### src/design/fsws_pkg.sv
package fsws_pkg;

   // Fixed field widths of the ports.
   localparam int ByteW    = 8;
   localparam int PatternW = 64;
   localparam int HdrLenW  = 7;

   // Configuration port.
   localparam int CsrIndexW = 1;
   localparam int CsrDataW  = PatternW;

   localparam logic [CsrIndexW-1:0] CsrHeaderPattern = 1'd0;
   localparam logic [CsrIndexW-1:0] CsrHeaderLength  = 1'd1;

   // Register reset values.
   localparam logic [PatternW-1:0] PatternReset = '0;
   localparam logic [HdrLenW-1:0]  LengthReset  = 7'd8;

   // Default and upper bound of the window depth.
   localparam int MaxHeaderDefault = 64;

endpackage

### src/design/fsws_corr.sv
// Sync word correlator: compares the newest len flags of the delay line
// against the pattern, true or inverted.
module fsws_corr #(
   parameter int MAX_HEADER = fsws_pkg::MaxHeaderDefault,
   localparam int LenW = $clog2(MAX_HEADER + 1),
   localparam int IdxW = (MAX_HEADER > 1) ? $clog2(MAX_HEADER) : 1
) (
   input  logic [MAX_HEADER-1:0]         flags,
   input  logic [fsws_pkg::PatternW-1:0] pattern,
   input  logic [LenW-1:0]               len,
   output logic                          hit
);

   logic [LenW-1:0]       base_full;
   logic [IdxW-1:0]       base;
   logic [MAX_HEADER-1:0] pattern_sh;
   logic [MAX_HEADER-1:0] mask;
   logic [MAX_HEADER-1:0] diff;

   // The oldest window flag sits at MAX_HEADER - len; len is at least one.
   assign base_full = LenW'(MAX_HEADER) - len;
   assign base      = base_full[IdxW-1:0];

   // Header bit k lines up with flag base + k.
   assign pattern_sh = pattern[MAX_HEADER-1:0] << base;
   assign mask       = {MAX_HEADER{1'b1}} << base;
   assign diff       = (flags ^ pattern_sh) & mask;

   // An exact match or an exact inversion counts as a header.
   assign hit = (diff == '0) || (diff == mask);

endmodule

### src/design/frame_sync_word_stripper.sv
// Channel   Ports                              Direction  Moves
// req       req_valid/req_ready/req_data_byte  in         one stream byte
// rsp       rsp_valid/rsp_ready/rsp_out_byte   out        one payload byte
// csr       csr_we/csr_index/csr_wdata         in         register write
//
// One byte is taken every cycle unless a stalled result holds the flow; each
// byte waits in the input register and is correlated and stripped on its way
// into the result register, through which its result reaches rsp; a stalled
// result holds the input register and then req_ready.
// Reset clears the counters, the found flag and both valid bits, and loads
// the registers with pattern zero and length eight.
module frame_sync_word_stripper #(
   parameter int MAX_HEADER = fsws_pkg::MaxHeaderDefault
) (
   input  logic                           clock,
   input  logic                           reset,
   input  logic                           req_valid,
   output logic                           req_ready,
   input  logic [fsws_pkg::ByteW-1:0]     req_data_byte,
   output logic                           rsp_valid,
   input  logic                           rsp_ready,
   output logic [fsws_pkg::ByteW-1:0]     rsp_out_byte,
   input  logic                           csr_we,
   input  logic [fsws_pkg::CsrIndexW-1:0] csr_index,
   input  logic [fsws_pkg::CsrDataW-1:0]  csr_wdata
);

   localparam int LenW = $clog2(MAX_HEADER + 1);
   localparam int IdxW = (MAX_HEADER > 1) ? $clog2(MAX_HEADER) : 1;
   localparam int SumW = LenW + 1;

   // Configuration registers.
   logic [fsws_pkg::PatternW-1:0] pattern_ff;
   logic [fsws_pkg::HdrLenW-1:0]  length_ff;

   // Input register.
   logic                       in_valid_ff, in_valid_in;
   logic [fsws_pkg::ByteW-1:0] in_byte_ff;

   // Stream state.
   logic [fsws_pkg::ByteW-1:0] window_mem [MAX_HEADER];
   logic [IdxW-1:0]            wr_ptr_ff, wr_ptr_in;
   logic [IdxW-1:0]            new_pos;
   logic [SumW-1:0]            rd_sum;
   logic [IdxW-1:0]            rd_addr;
   logic [fsws_pkg::ByteW-1:0] rd_data_ff;
   logic [fsws_pkg::ByteW-1:0] last_byte_ff;
   logic [MAX_HEADER-1:0]      flags_ff, flags_in;
   logic [LenW-1:0]            fill_ff, fill_in;
   logic [IdxW-1:0]            skip_ff, skip_in;
   logic                       found_ff, found_in;

   // Result register.
   logic                       out_valid_ff, out_valid_in;
   logic [fsws_pkg::ByteW-1:0] out_byte_ff, out_byte_in;

   logic            advance;
   logic [LenW-1:0] eff_len;
   logic [LenW-1:0] len_m1;
   logic            hit;
   logic            emit;

   // Register writes.
   always_ff @(posedge clock) begin
      if (reset) begin
         pattern_ff <= fsws_pkg::PatternReset;
         length_ff  <= fsws_pkg::LengthReset;
      end else if (csr_we) begin
         case (csr_index)
            fsws_pkg::CsrHeaderPattern: pattern_ff <= csr_wdata;
            fsws_pkg::CsrHeaderLength:  length_ff  <= csr_wdata[fsws_pkg::HdrLenW-1:0];
            default: ;
         endcase
      end
   end

   // A length of zero acts as one; a length beyond the window acts as its depth.
   always_comb begin
      if (length_ff == '0) begin
         eff_len = LenW'(1);
      end else if (length_ff > fsws_pkg::HdrLenW'(MAX_HEADER)) begin
         eff_len = LenW'(MAX_HEADER);
      end else begin
         eff_len = length_ff[LenW-1:0];
      end
   end
   assign len_m1 = eff_len - LenW'(1);

   // The held byte moves on whenever the result register is free or drains.
   assign advance     = in_valid_ff && (!out_valid_ff || rsp_ready);
   assign req_ready   = !in_valid_ff || advance;
   assign in_valid_in = req_valid && req_ready ? 1'b1 : (advance ? 1'b0 : in_valid_ff);

   always_ff @(posedge clock) begin
      if (reset) begin
         in_valid_ff <= 1'b0;
      end else begin
         in_valid_ff <= in_valid_in;
      end
   end

   always_ff @(posedge clock) begin
      if (req_valid && req_ready) begin
         in_byte_ff <= req_data_byte;
      end
   end

   // Flag line shifted by one position, holding a nonzero flag for each byte.
   always_comb begin
      for (int i = 0; i < MAX_HEADER; i++) begin
         if (i == MAX_HEADER - 1) begin
            flags_in[i] = (in_byte_ff != '0);
         end else begin
            flags_in[i] = flags_ff[i+1];
         end
      end
   end

   fsws_corr #(
      .MAX_HEADER (MAX_HEADER)
   ) u_corr (
      .flags   (flags_in),
      .pattern (pattern_ff),
      .len     (eff_len),
      .hit     (hit)
   );

   // Fill, skip and header decisions for the byte that moves on.
   always_comb begin
      fill_in  = (fill_ff < LenW'(MAX_HEADER)) ? fill_ff + LenW'(1) : fill_ff;
      skip_in  = skip_ff;
      found_in = found_ff;
      emit     = 1'b0;
      if (fill_in >= eff_len) begin
         if (skip_ff != '0) begin
            skip_in = skip_ff - IdxW'(1);
         end else if (hit) begin
            found_in = 1'b1;
            skip_in  = len_m1[IdxW-1:0];
         end else begin
            emit = found_ff;
         end
      end
   end

   always_ff @(posedge clock) begin
      if (reset) begin
         fill_ff  <= '0;
         skip_ff  <= '0;
         found_ff <= 1'b0;
      end else if (advance) begin
         fill_ff  <= fill_in;
         skip_ff  <= skip_in;
         found_ff <= found_in;
      end
   end

   // Write pointer of the circular byte window.
   assign wr_ptr_in = (wr_ptr_ff == IdxW'(MAX_HEADER - 1)) ? '0 : wr_ptr_ff + IdxW'(1);

   always_ff @(posedge clock) begin
      if (reset) begin
         wr_ptr_ff <= '0;
      end else if (advance) begin
         wr_ptr_ff <= wr_ptr_in;
      end
   end

   // A byte taken now lands at new_pos; its oldest window byte is len - 1 slots back.
   assign new_pos = in_valid_ff ? wr_ptr_in : wr_ptr_ff;
   assign rd_sum  = SumW'(new_pos) + SumW'(LenW'(MAX_HEADER) - len_m1);
   assign rd_addr = (rd_sum >= SumW'(MAX_HEADER)) ? IdxW'(rd_sum - SumW'(MAX_HEADER))
                                                   : IdxW'(rd_sum);

   // Window memory: the held byte is written as it moves on, and the oldest
   // byte for the next window is read as that byte is taken. For lengths of
   // three and up the read slot was written by an earlier transfer.
   always_ff @(posedge clock) begin
      if (advance) begin
         window_mem[wr_ptr_ff] <= in_byte_ff;
      end
      if (req_valid && req_ready) begin
         rd_data_ff <= window_mem[rd_addr];
      end
   end

   // Only bytes already written are ever used, so these need no reset.
   always_ff @(posedge clock) begin
      if (advance) begin
         flags_ff     <= flags_in;
         last_byte_ff <= in_byte_ff;
      end
   end

   // Result register: the oldest window byte after the shift. Short windows
   // take it from the input register or from the byte before it.
   always_comb begin
      if (len_m1 == '0) begin
         out_byte_in = in_byte_ff;
      end else if (len_m1 == LenW'(1)) begin
         out_byte_in = last_byte_ff;
      end else begin
         out_byte_in = rd_data_ff;
      end
   end
   assign out_valid_in = advance ? emit : (rsp_ready ? 1'b0 : out_valid_ff);

   always_ff @(posedge clock) begin
      if (reset) begin
         out_valid_ff <= 1'b0;
      end else begin
         out_valid_ff <= out_valid_in;
      end
   end

   always_ff @(posedge clock) begin
      if (advance && emit) begin
         out_byte_ff <= out_byte_in;
      end
   end

   assign rsp_valid    = out_valid_ff;
   assign rsp_out_byte = out_byte_ff;

endmodule

### config.mk
export PLATFORM = sky130hd
export DESIGN_NAME = frame_sync_word_stripper
export DESIGN_NICKNAME = d
export VERILOG_FILES = /design/src/design/fsws_pkg.sv /design/src/design/fsws_corr.sv /design/src/design/frame_sync_word_stripper.sv
export SDC_FILE = /design/constraint.sdc
export NUM_CORES = 1
export LEC_CHECK = 0
export BUFFER_PORTS_ARGS = -buffer_cell sky130_fd_sc_hd__buf_2
export CAP_MARGIN = 20
export CORE_AREA = 3 3 261 289
export DETAILED_ROUTE_END_ITERATION = 8
export DIE_AREA = 0 0 264 292
export PLACE_DENSITY = 0.66
export SYNTH_ARGS = -nofsm -noshare
export SYNTH_HDL_FRONTEND = slang
export SYNTH_SLANG_ARGS = --single-unit
### constraint.sdc
create_clock -name clock -period 10.02 [get_ports clock]
set_input_delay 1.002 -clock clock [delete_from_list [all_inputs] [get_ports clock]]
set_output_delay 1.002 -clock clock [all_outputs]
set_load 0.01 [all_outputs]
## Word level (Yosys, flattened, before mapping)

Memory sizes are Yosys's and may differ from the RTL's. A register that Yosys moved wholly into a read port is not among the register bits.
Index checks and enable logic that the tools add are counted.

- Bits in registers: 181
- RAM bits: 512
- Input bits: 78
- Output and inout port bits: 10
- Memories: 1

Memory list:

| name | words | bits a word | rd ports | clocked after memory_dff | write ports | line | source |
|---|---|---|---|---|---|---|---|
| window_mem | 64 | 8 | 1 | 1 | 1 | frame_sync_word_stripper.sv:41 | `logic [fsws_pkg::ByteW-1:0] window_mem [MAX_HEADER];` |

- $add $sub $neg: 8
- Magnitude comparators: 4
- Eq/ne operators: 3
- Shifts and indexed selects: 2
- Multiplexer cells: 19
- Bitwise operators: 4
- Reductions and logical operators: 20

Operators by type and width:

| kind | number |
|---|---|
| 64-bit AND | 1 |
| 64-bit equality test | 1 |
| 64-bit logical NOT | 1 |
| 64-bit by 6-bit left shift with 64-bit output | 1 |
| 64-bit by 6-bit left shift with 64-bit output, first input constant | 1 |
| 64-bit XOR | 1 |
| 6-bit two-way mux | 5 |
| 7-bit two-way mux | 3 |
| 8-bit two-way mux | 2 |
| 7-bit logical NOT | 2 |
| 6-bit by 1-bit subtractor with 6-bit output, second input constant | 2 |
| 1-bit two-way mux | 9 |
| 6-bit by 8-bit adder with 8-bit output | 1 |
| 8-bit by 7-bit >= comparator with 1-bit output, second input constant | 1 |
| 8-bit nonzero test | 1 |
| 7-bit by 7-bit subtractor with 8-bit output, first input constant | 1 |
| 7-bit by 1-bit adder with 7-bit output, second input constant | 1 |
| 7-bit by 1-bit equality test with 1-bit output, second input constant | 1 |
| 7-bit >= comparator | 1 |
| 7-bit greater-than comparator, second input constant | 1 |
| 7-bit less-than comparator, second input constant | 1 |
| 7-bit by 1-bit subtractor with 7-bit output, second input constant | 1 |
| 6-bit by 1-bit adder with 6-bit output, second input constant | 1 |
| 6-bit equality test, second input constant | 1 |
| other kinds (10) | 19 |

## Depth between registers and ports, before layout

- Word-level depth: 13
- Gate-level depth with buffers: 29

## Hierarchy

From an unflattened synthesis, not the netlist that was laid out.

- Cell total of the unflattened synthesis: 2733
- Area total of the unflattened synthesis: 35823.1 µm²

By module, submodules not included:

| module | instances | cells each | area each (µm²) | sequential area each (µm²) |
|---|---|---|---|---|
| frame_sync_word_stripper | 1 | 1685 | 27433.8 | 20089.3 |
| fsws_corr | 1 | 1048 | 8389.3 | 0.0 |

## Worst setup path before layout

OpenSTA, ideal clock, no wires.

- Kind: flip-flop to flip-flop
- Start: reg length_ff[2] in the netlist's numbering
- End: reg rd_data_ff[5] in the netlist's numbering, read port of window_mem, data pin
- Arrival time: 6.025 ns
- Data required time: 9.750 ns
- Setup slack: 3.725 ns
- Stages on the path, launching flop included: 21
- Buffers on the path: 11
- Cells stage by stage: dfxtp_1 > buf_4 > or4_4 > o21ai_4 > buf_4 > buf_2 > buf_2 > buf_2 > ha_1 > buf_2 > inv_1 > buf_2 > buf_1 > clkbuf_1 > fa_1 > xnor2_1 > clkbuf_1 > buf_1 > mux4_2 > mux2i_1 > a21oi_1

- Cells in the longest elaborated chain, start to end: 8
- Elaborated cells on any way between the ends: 10
- Classes of those cells: add/sub (4); order compare (2); mux (3); reduce/logical (1)

RTL lines:

| item | line | source |
|---|---|---|
| start: declaration | frame_sync_word_stripper.sv:34 | `logic [fsws_pkg::HdrLenW-1:0] length_ff;` |
| start signal: assignment | frame_sync_word_stripper.sv:67 | `length_ff <= fsws_pkg::LengthReset;` |
| start signal: assignment | frame_sync_word_stripper.sv:71 | `fsws_pkg::CsrHeaderLength: length_ff <= csr_wdata[fsws_pkg::HdrLenW-1:0];` |
| 7-bit greater-than comparator | frame_sync_word_stripper.sv:81 | `end else if (length_ff > fsws_pkg::HdrLenW'(MAX_HEADER)) begin` |
| 7-bit two-way mux | frame_sync_word_stripper.sv:81 |  |
| 7-bit two-way mux (*) | frame_sync_word_stripper.sv:79 | `if (length_ff == '0) begin` |
| 7-bit by 1-bit subtractor with 7-bit output (*) | frame_sync_word_stripper.sv:87 | `assign len_m1 = eff_len - LenW'(1);` |
| 7-bit by 7-bit subtractor with 8-bit output (*) | frame_sync_word_stripper.sv:171 | `assign rd_sum = SumW'(new_pos) + SumW'(LenW'(MAX_HEADER) - len_m1);` |
| 6-bit by 8-bit adder with 8-bit output (*) | frame_sync_word_stripper.sv:171 |  |
| 8-bit by 7-bit >= comparator with 1-bit output / 6-bit by 1-bit subtractor with 6-bit output (equally long branches) | frame_sync_word_stripper.sv:172 | `assign rd_addr = (rd_sum >= SumW'(MAX_HEADER)) ? IdxW'(rd_sum - SumW'(MAX_HEADER))` |
| 6-bit two-way mux (*) | frame_sync_word_stripper.sv:172 |  |
| end: declaration | frame_sync_word_stripper.sv:46 | `logic [fsws_pkg::ByteW-1:0] rd_data_ff;` |

Every way passes the cells marked *; elsewhere a longest branch is shown, timed or not.
A chain may end at the register's enable or synchronous reset.

## Final worst setup path

- Start: reg length_ff[2] in the netlist's numbering
- End: reg out_valid_ff (netlist: rsp_valid)

- Cells in the longest elaborated chain, start to end: 13
- Elaborated cells on any way between the ends: 17
- Classes of those cells: add/sub (1); order compare (2); eq/ne (1); shift (2); mux (6); bitwise (2); reduce/logical (3)

RTL lines:

| item | line | source |
|---|---|---|
| 7-bit greater-than comparator | frame_sync_word_stripper.sv:81 |  |
| 7-bit two-way mux | frame_sync_word_stripper.sv:81 |  |
| 7-bit two-way mux (*) | frame_sync_word_stripper.sv:79 |  |
| 1-bit by 6-bit subtractor with 6-bit output | fsws_corr.sv:21 | `assign base_full = LenW'(MAX_HEADER) - len;` |
| 64-bit by 6-bit left shift with 64-bit output | fsws_corr.sv:25 | `assign pattern_sh = pattern[MAX_HEADER-1:0] << base;` |
| 64-bit XOR | fsws_corr.sv:27 | `assign diff = (flags ^ pattern_sh) & mask;` |
| 64-bit AND | fsws_corr.sv:27 |  |
| 64-bit equality test / 64-bit logical NOT (equally long branches) | fsws_corr.sv:30 | `assign hit = (diff == '0) \|\| (diff == mask);` |
| 1-bit logical OR | fsws_corr.sv:30 |  |
| 1-bit two-way mux | frame_sync_word_stripper.sv:137 | `end else if (hit) begin` |
| 1-bit two-way mux | frame_sync_word_stripper.sv:135 | `if (skip_ff != '0) begin` |
| 1-bit two-way mux (*) | frame_sync_word_stripper.sv:134 | `if (fill_in >= eff_len) begin` |
| 1-bit two-way mux (*) | frame_sync_word_stripper.sv:206 | `assign out_valid_in = advance ? emit : (rsp_ready ? 1'b0 : out_valid_ff);` |
| via out_valid_in | frame_sync_word_stripper.sv:54 | `logic out_valid_ff, out_valid_in;` |
| end signal: assignment | frame_sync_word_stripper.sv:212 | `out_valid_ff <= out_valid_in;` |
| end: declaration | frame_sync_word_stripper.sv:54 |  |

Mark *: on every way through the listed nets, which the timed path passes. The rest lies on a longest branch.

==> out/metrics.cfg <==
[clocking]
hold_buffers=0
clkLatencyLatePin_ns=0.64
clk_pin_slew_worst_paths_ns=0.07
cts-resized-gates=0
cts_tree=built
cts_buffers=72
root_buffer=clkbuf_16
htreeDepth=3
cts_setup_buffers=0
clkSinkCount=700
clock_path_buffers=3

[routing]
drc_errors=0
drtIter0Drc=3264
vias=26800
routed_wl_mm=139
via_per_inst=6.90
avgRoutedWirePerCell_um=35.6
antenna_left=0
drtPass1Iterations=8

[power]
power.density_nw_per_um2=199
leakagePower_nw=13.3
ir_drop_mv=0.205

[critical_path]
critPathRequiredTime_ns=10.55
path_common_cell=buf_4
r2r-end=rsp_valid$_SDFFE_PP0P_
reg2regPathDepth=19
critPathTopFamily=simple AND/OR/NAND/NOR gates
r2r-start=length_ff[2]$_SDFFE_PP0P_
crit_path_end_kind=flop
crit_path_cell_trace=or4_4, o21ai_4, buf_4, ha_4, buf_4, or2_2, a211oi_1, buf_4, o211ai_1, nand4_1, or2_1, a221oi_1, xor2_1, o211ai_1, nor4b_1, nand4_1, nor4b_4, nor3_2, o21a_1
critical_path.max_fanout=60
crit_path_max_incr_delay_ns=0.81
path_class=reg2reg
r2r_setup_slack_ns=1.78
crit_slowest_cell=nor4b_4
critPathBufInv=3
cp.arrival_ns=8.76
cp-start-kind=flop

[global_routing]
grt_usage_pct=35.6
antenna_found_initial=4
grt_pass1_vias=26400
grt_max_degree=80
grt_pass1_wl_mm=198
grt_overflow=0

[die]
rows=104
die_w_um=264
core_area_um2=72900
pin_count=88
die_area_um2=77100
die_y_um=292
start_util_pct=49.7

[layout]
drive_above_1_share_pct=19.6
instances_no_fill=3890
syn_to_final_growth_pct=10.9
nNetsFinal=2979
nFillCells=5925

[synthesis]
synth.yosys.seq_area_share_pct=55.4
async_flop_share_pct=0
netlist_area_um2=36200
synth_edf_count=607
synthTopCellsByArea=edfxtp_1 (50%), mux4_2 (11%), dfxtp_1 (5.1%), mux2i_1 (3.2%), nand2_1 (2.9%)
synth_seq_cells=700
yosysWarnings=0
synth_nets=2944
synth_flop_cell=edfxtp_1
synth.top_cell.area_share_pct=50.3
ys_types=98
syn_area_per_cell_um2=12.7
synthCells=2844
yosys.area.top_type=edfxtp_1

[timing]
min_period_ns=8.24
slew_headroom_pct=9.39
finalSetupViolCount=0
fmax_mhz=121
hold_viol_final=0
clock_skew_ns=0.0239
worst_pin_slew_ns=1.36
slew_viol_final=0
rsz0062_at_grt=no
fin_setup_tns_ns=0
period_share_pct=82.2

[run_status]
outcome=finished clean

[placed_design]
gp_congestion=1.05
place_inst=3758
hpwl_mm=97.5
place.port_buffers=87

[min_path]
whs_path_depth=2
hold_start=found_ff$_SDFFE_PP0P_
whs_endpoint=found_ff$_SDFFE_PP0P_
hold_class=reg2reg

[run]
maxCapViolations=0

==> sequential cells by signal, summed over array words and instances (netlist names) <==
register and flops:
found_ff 1, pattern_ff 64, flags_ff 63, wr_ptr_ff 6
in_valid_ff 1, last_byte_ff 8, skip_ff 6, fill_ff 7
length_ff 7, in_byte_ff 8, rsp_valid 1, rsp_out_byte 8
window_mem 512, rd_data_ff 8
==> layout by cell type (no fill, tap or decap), types with 11 or more instances in the layout <==
cell type  Yosys  final
edfxtp_1     607    607
nand2_1      278    278
nor2_1       179    176
mux4_2       172    172
a21oi_1      172    170
mux2i_1      117    117
dfxtp_1       93     93
buf_4          3     91
o21ai_0       88     88
buf_2         42     86
clkbuf_16      0     73
nor3_1        64     63
a211oi_1      60     60
nand3_1       59     59
xnor2_1       59     56
mux2_2        55     55
xor2_1        54     53
o211ai_1      36     36
nor2b_1       30     28
inv_1         28     26
o22ai_1       24     24
nand4_1       23     23
a22oi_1       22     22
a31oi_1       22     22
a221oi_1      20     20
o2111ai_1     19     19
ha_1          21     18
nand2b_1      18     17
o221ai_1      17     17
a2111oi_0     16     16
nor4_1        17     16
clkinv_1       1     15
and2_1        15     15
a21o_1        14     13
clkinv_2       0     13
clkbuf_1     125     12
o31ai_1       11     11
==> report_power, final <==
part           internal (mW)  switching, mW  total (mW)  leakage, nW
combinational          0.772           1.32        2.09         5.98
sequential              3.21         0.0388        3.25         6.15
clock                   1.50           1.17        2.68         1.14
total                   5.48           2.53        8.01         13.3
==> metal layers <==
metal	wire length [um]	track usage [%]	vias up
met3	10900	6.29	404
met2	66700	58.4	1542
met5	7	0	-
li1	-	-	11300
met1	52200	45.5	13600
met4	8590	18.5	2
==> cells in the mapped netlist (7+ instances only) <==
| cell | n |
|---|---|
| buf_2 | 42 |
| inv_1 | 28 |
| a22oi_1 | 22 |
| mux2i_1 | 117 |
| and2_1 | 15 |
| nor3_1 | 64 |
| clkbuf_1 | 125 |
| xor2_1 | 54 |
| o32ai_1 | 10 |
| nor2_1 | 179 |
| nand3_1 | 59 |
| o31ai_1 | 11 |
| a31oi_1 | 22 |
| buf_1 | 41 |
| or3_1 | 9 |
| nand2b_1 | 18 |
| a32oi_1 | 10 |
| nand4_1 | 23 |
| o21a_1 | 7 |
| o21ai_0 | 88 |
| or2_2 | 10 |
| a2111o_1 | 8 |
| and3_1 | 10 |
| o2111ai_1 | 19 |
| a2111oi_0 | 16 |
| mux2_2 | 55 |
| o21bai_1 | 7 |
| xnor2_1 | 59 |
| nor2b_1 | 30 |
| a221oi_1 | 20 |
| o22ai_1 | 24 |
| dfxtp_1 | 93 |
| ha_1 | 21 |
| mux4_2 | 172 |
| edfxtp_1 | 607 |
| o211ai_1 | 36 |
| a21oi_1 | 172 |
| a211oi_1 | 60 |
| nand2_1 | 278 |
| nor4_1 | 17 |
| o221ai_1 | 17 |
| a21o_1 | 14 |
==> cell families after synthesis <==
logic type | Yosys count | synth area share (%)
flops | 700 | 55.4
mux | 347 | 15.7
compound gates | 661 | 12.7
simple gates | 751 | 9.69
fa+ha+maj | 22 | 0.780
xor+xnor | 113 | 2.73
buf+inv | 250 | 2.90
==> through the flow <==
stage                     setup slack (ns)  hold WS (ns)  cell area, um2  util, %  power, mW
after floorplan                       3.72         0.424           36200        -       4.58
after global placement                2.34         0.445           37800     51.9       5.34
after detailed placement              2.27         0.439           37800     51.9       5.34
after CTS                             2.27         0.449           40200     55.2       8.00
after global routing                  1.74         0.487           40200     55.2       8.25
final                                 1.78         0.448           40200     55.2       8.01
==> worst max-delay path by stage <==
stage	slack, ns	end	start	depth (start not counted)
3_5_place_dp	2.27	rsp_valid$_SDFFE_PP0P_	length_ff[1]$_SDFFE_PP0P_	19
6_report	1.78	rsp_valid$_SDFFE_PP0P_	length_ff[2]$_SDFFE_PP0P_	19
2_1_floorplan	3.72	rd_data_ff[5]$_DFFE_PP_	length_ff[2]$_SDFFE_PP0P_	20
3_3_place_gp	2.34	rsp_valid$_SDFFE_PP0P_	length_ff[1]$_SDFFE_PP0P_	19
5_1_grt	1.74	rsp_valid$_SDFFE_PP0P_	length_ff[2]$_SDFFE_PP0P_	19
4_1_cts	2.27	rsp_valid$_SDFFE_PP0P_	length_ff[2]$_SDFFE_PP0P_	19
==> worst register-to-register path: stages (launching register included) <==
cell      delay [ns]
dfxtp_1         0.41
or4_4           0.80
o21ai_4         0.24
buf_4           0.46
ha_4            0.70
buf_4           0.54
or2_2           0.31
a211oi_1        0.07
buf_4           0.21
o211ai_1        0.10
nand4_1         0.53
or2_1           0.49
a221oi_1        0.37
xor2_1          0.50
o211ai_1        0.17
nor4b_1         0.62
nand4_1         0.27
nor4b_4         0.81
nor3_2          0.30
o21a_1          0.24
==> final cells by class <==
type                       instances  area [um2]  area share, %
tap                              954        1190           2.97
multi-input combinational       1894       15300           38.0
clock buffer                      86        1890           4.69
inverter                          31         118          0.293
clock inverter                    44         489           1.22
antenna                            1        2.50        0.00622
sequential                       700       20100           50.0
timing repair buffer             180        1150           2.86
(Power assumes the default switching activity.)
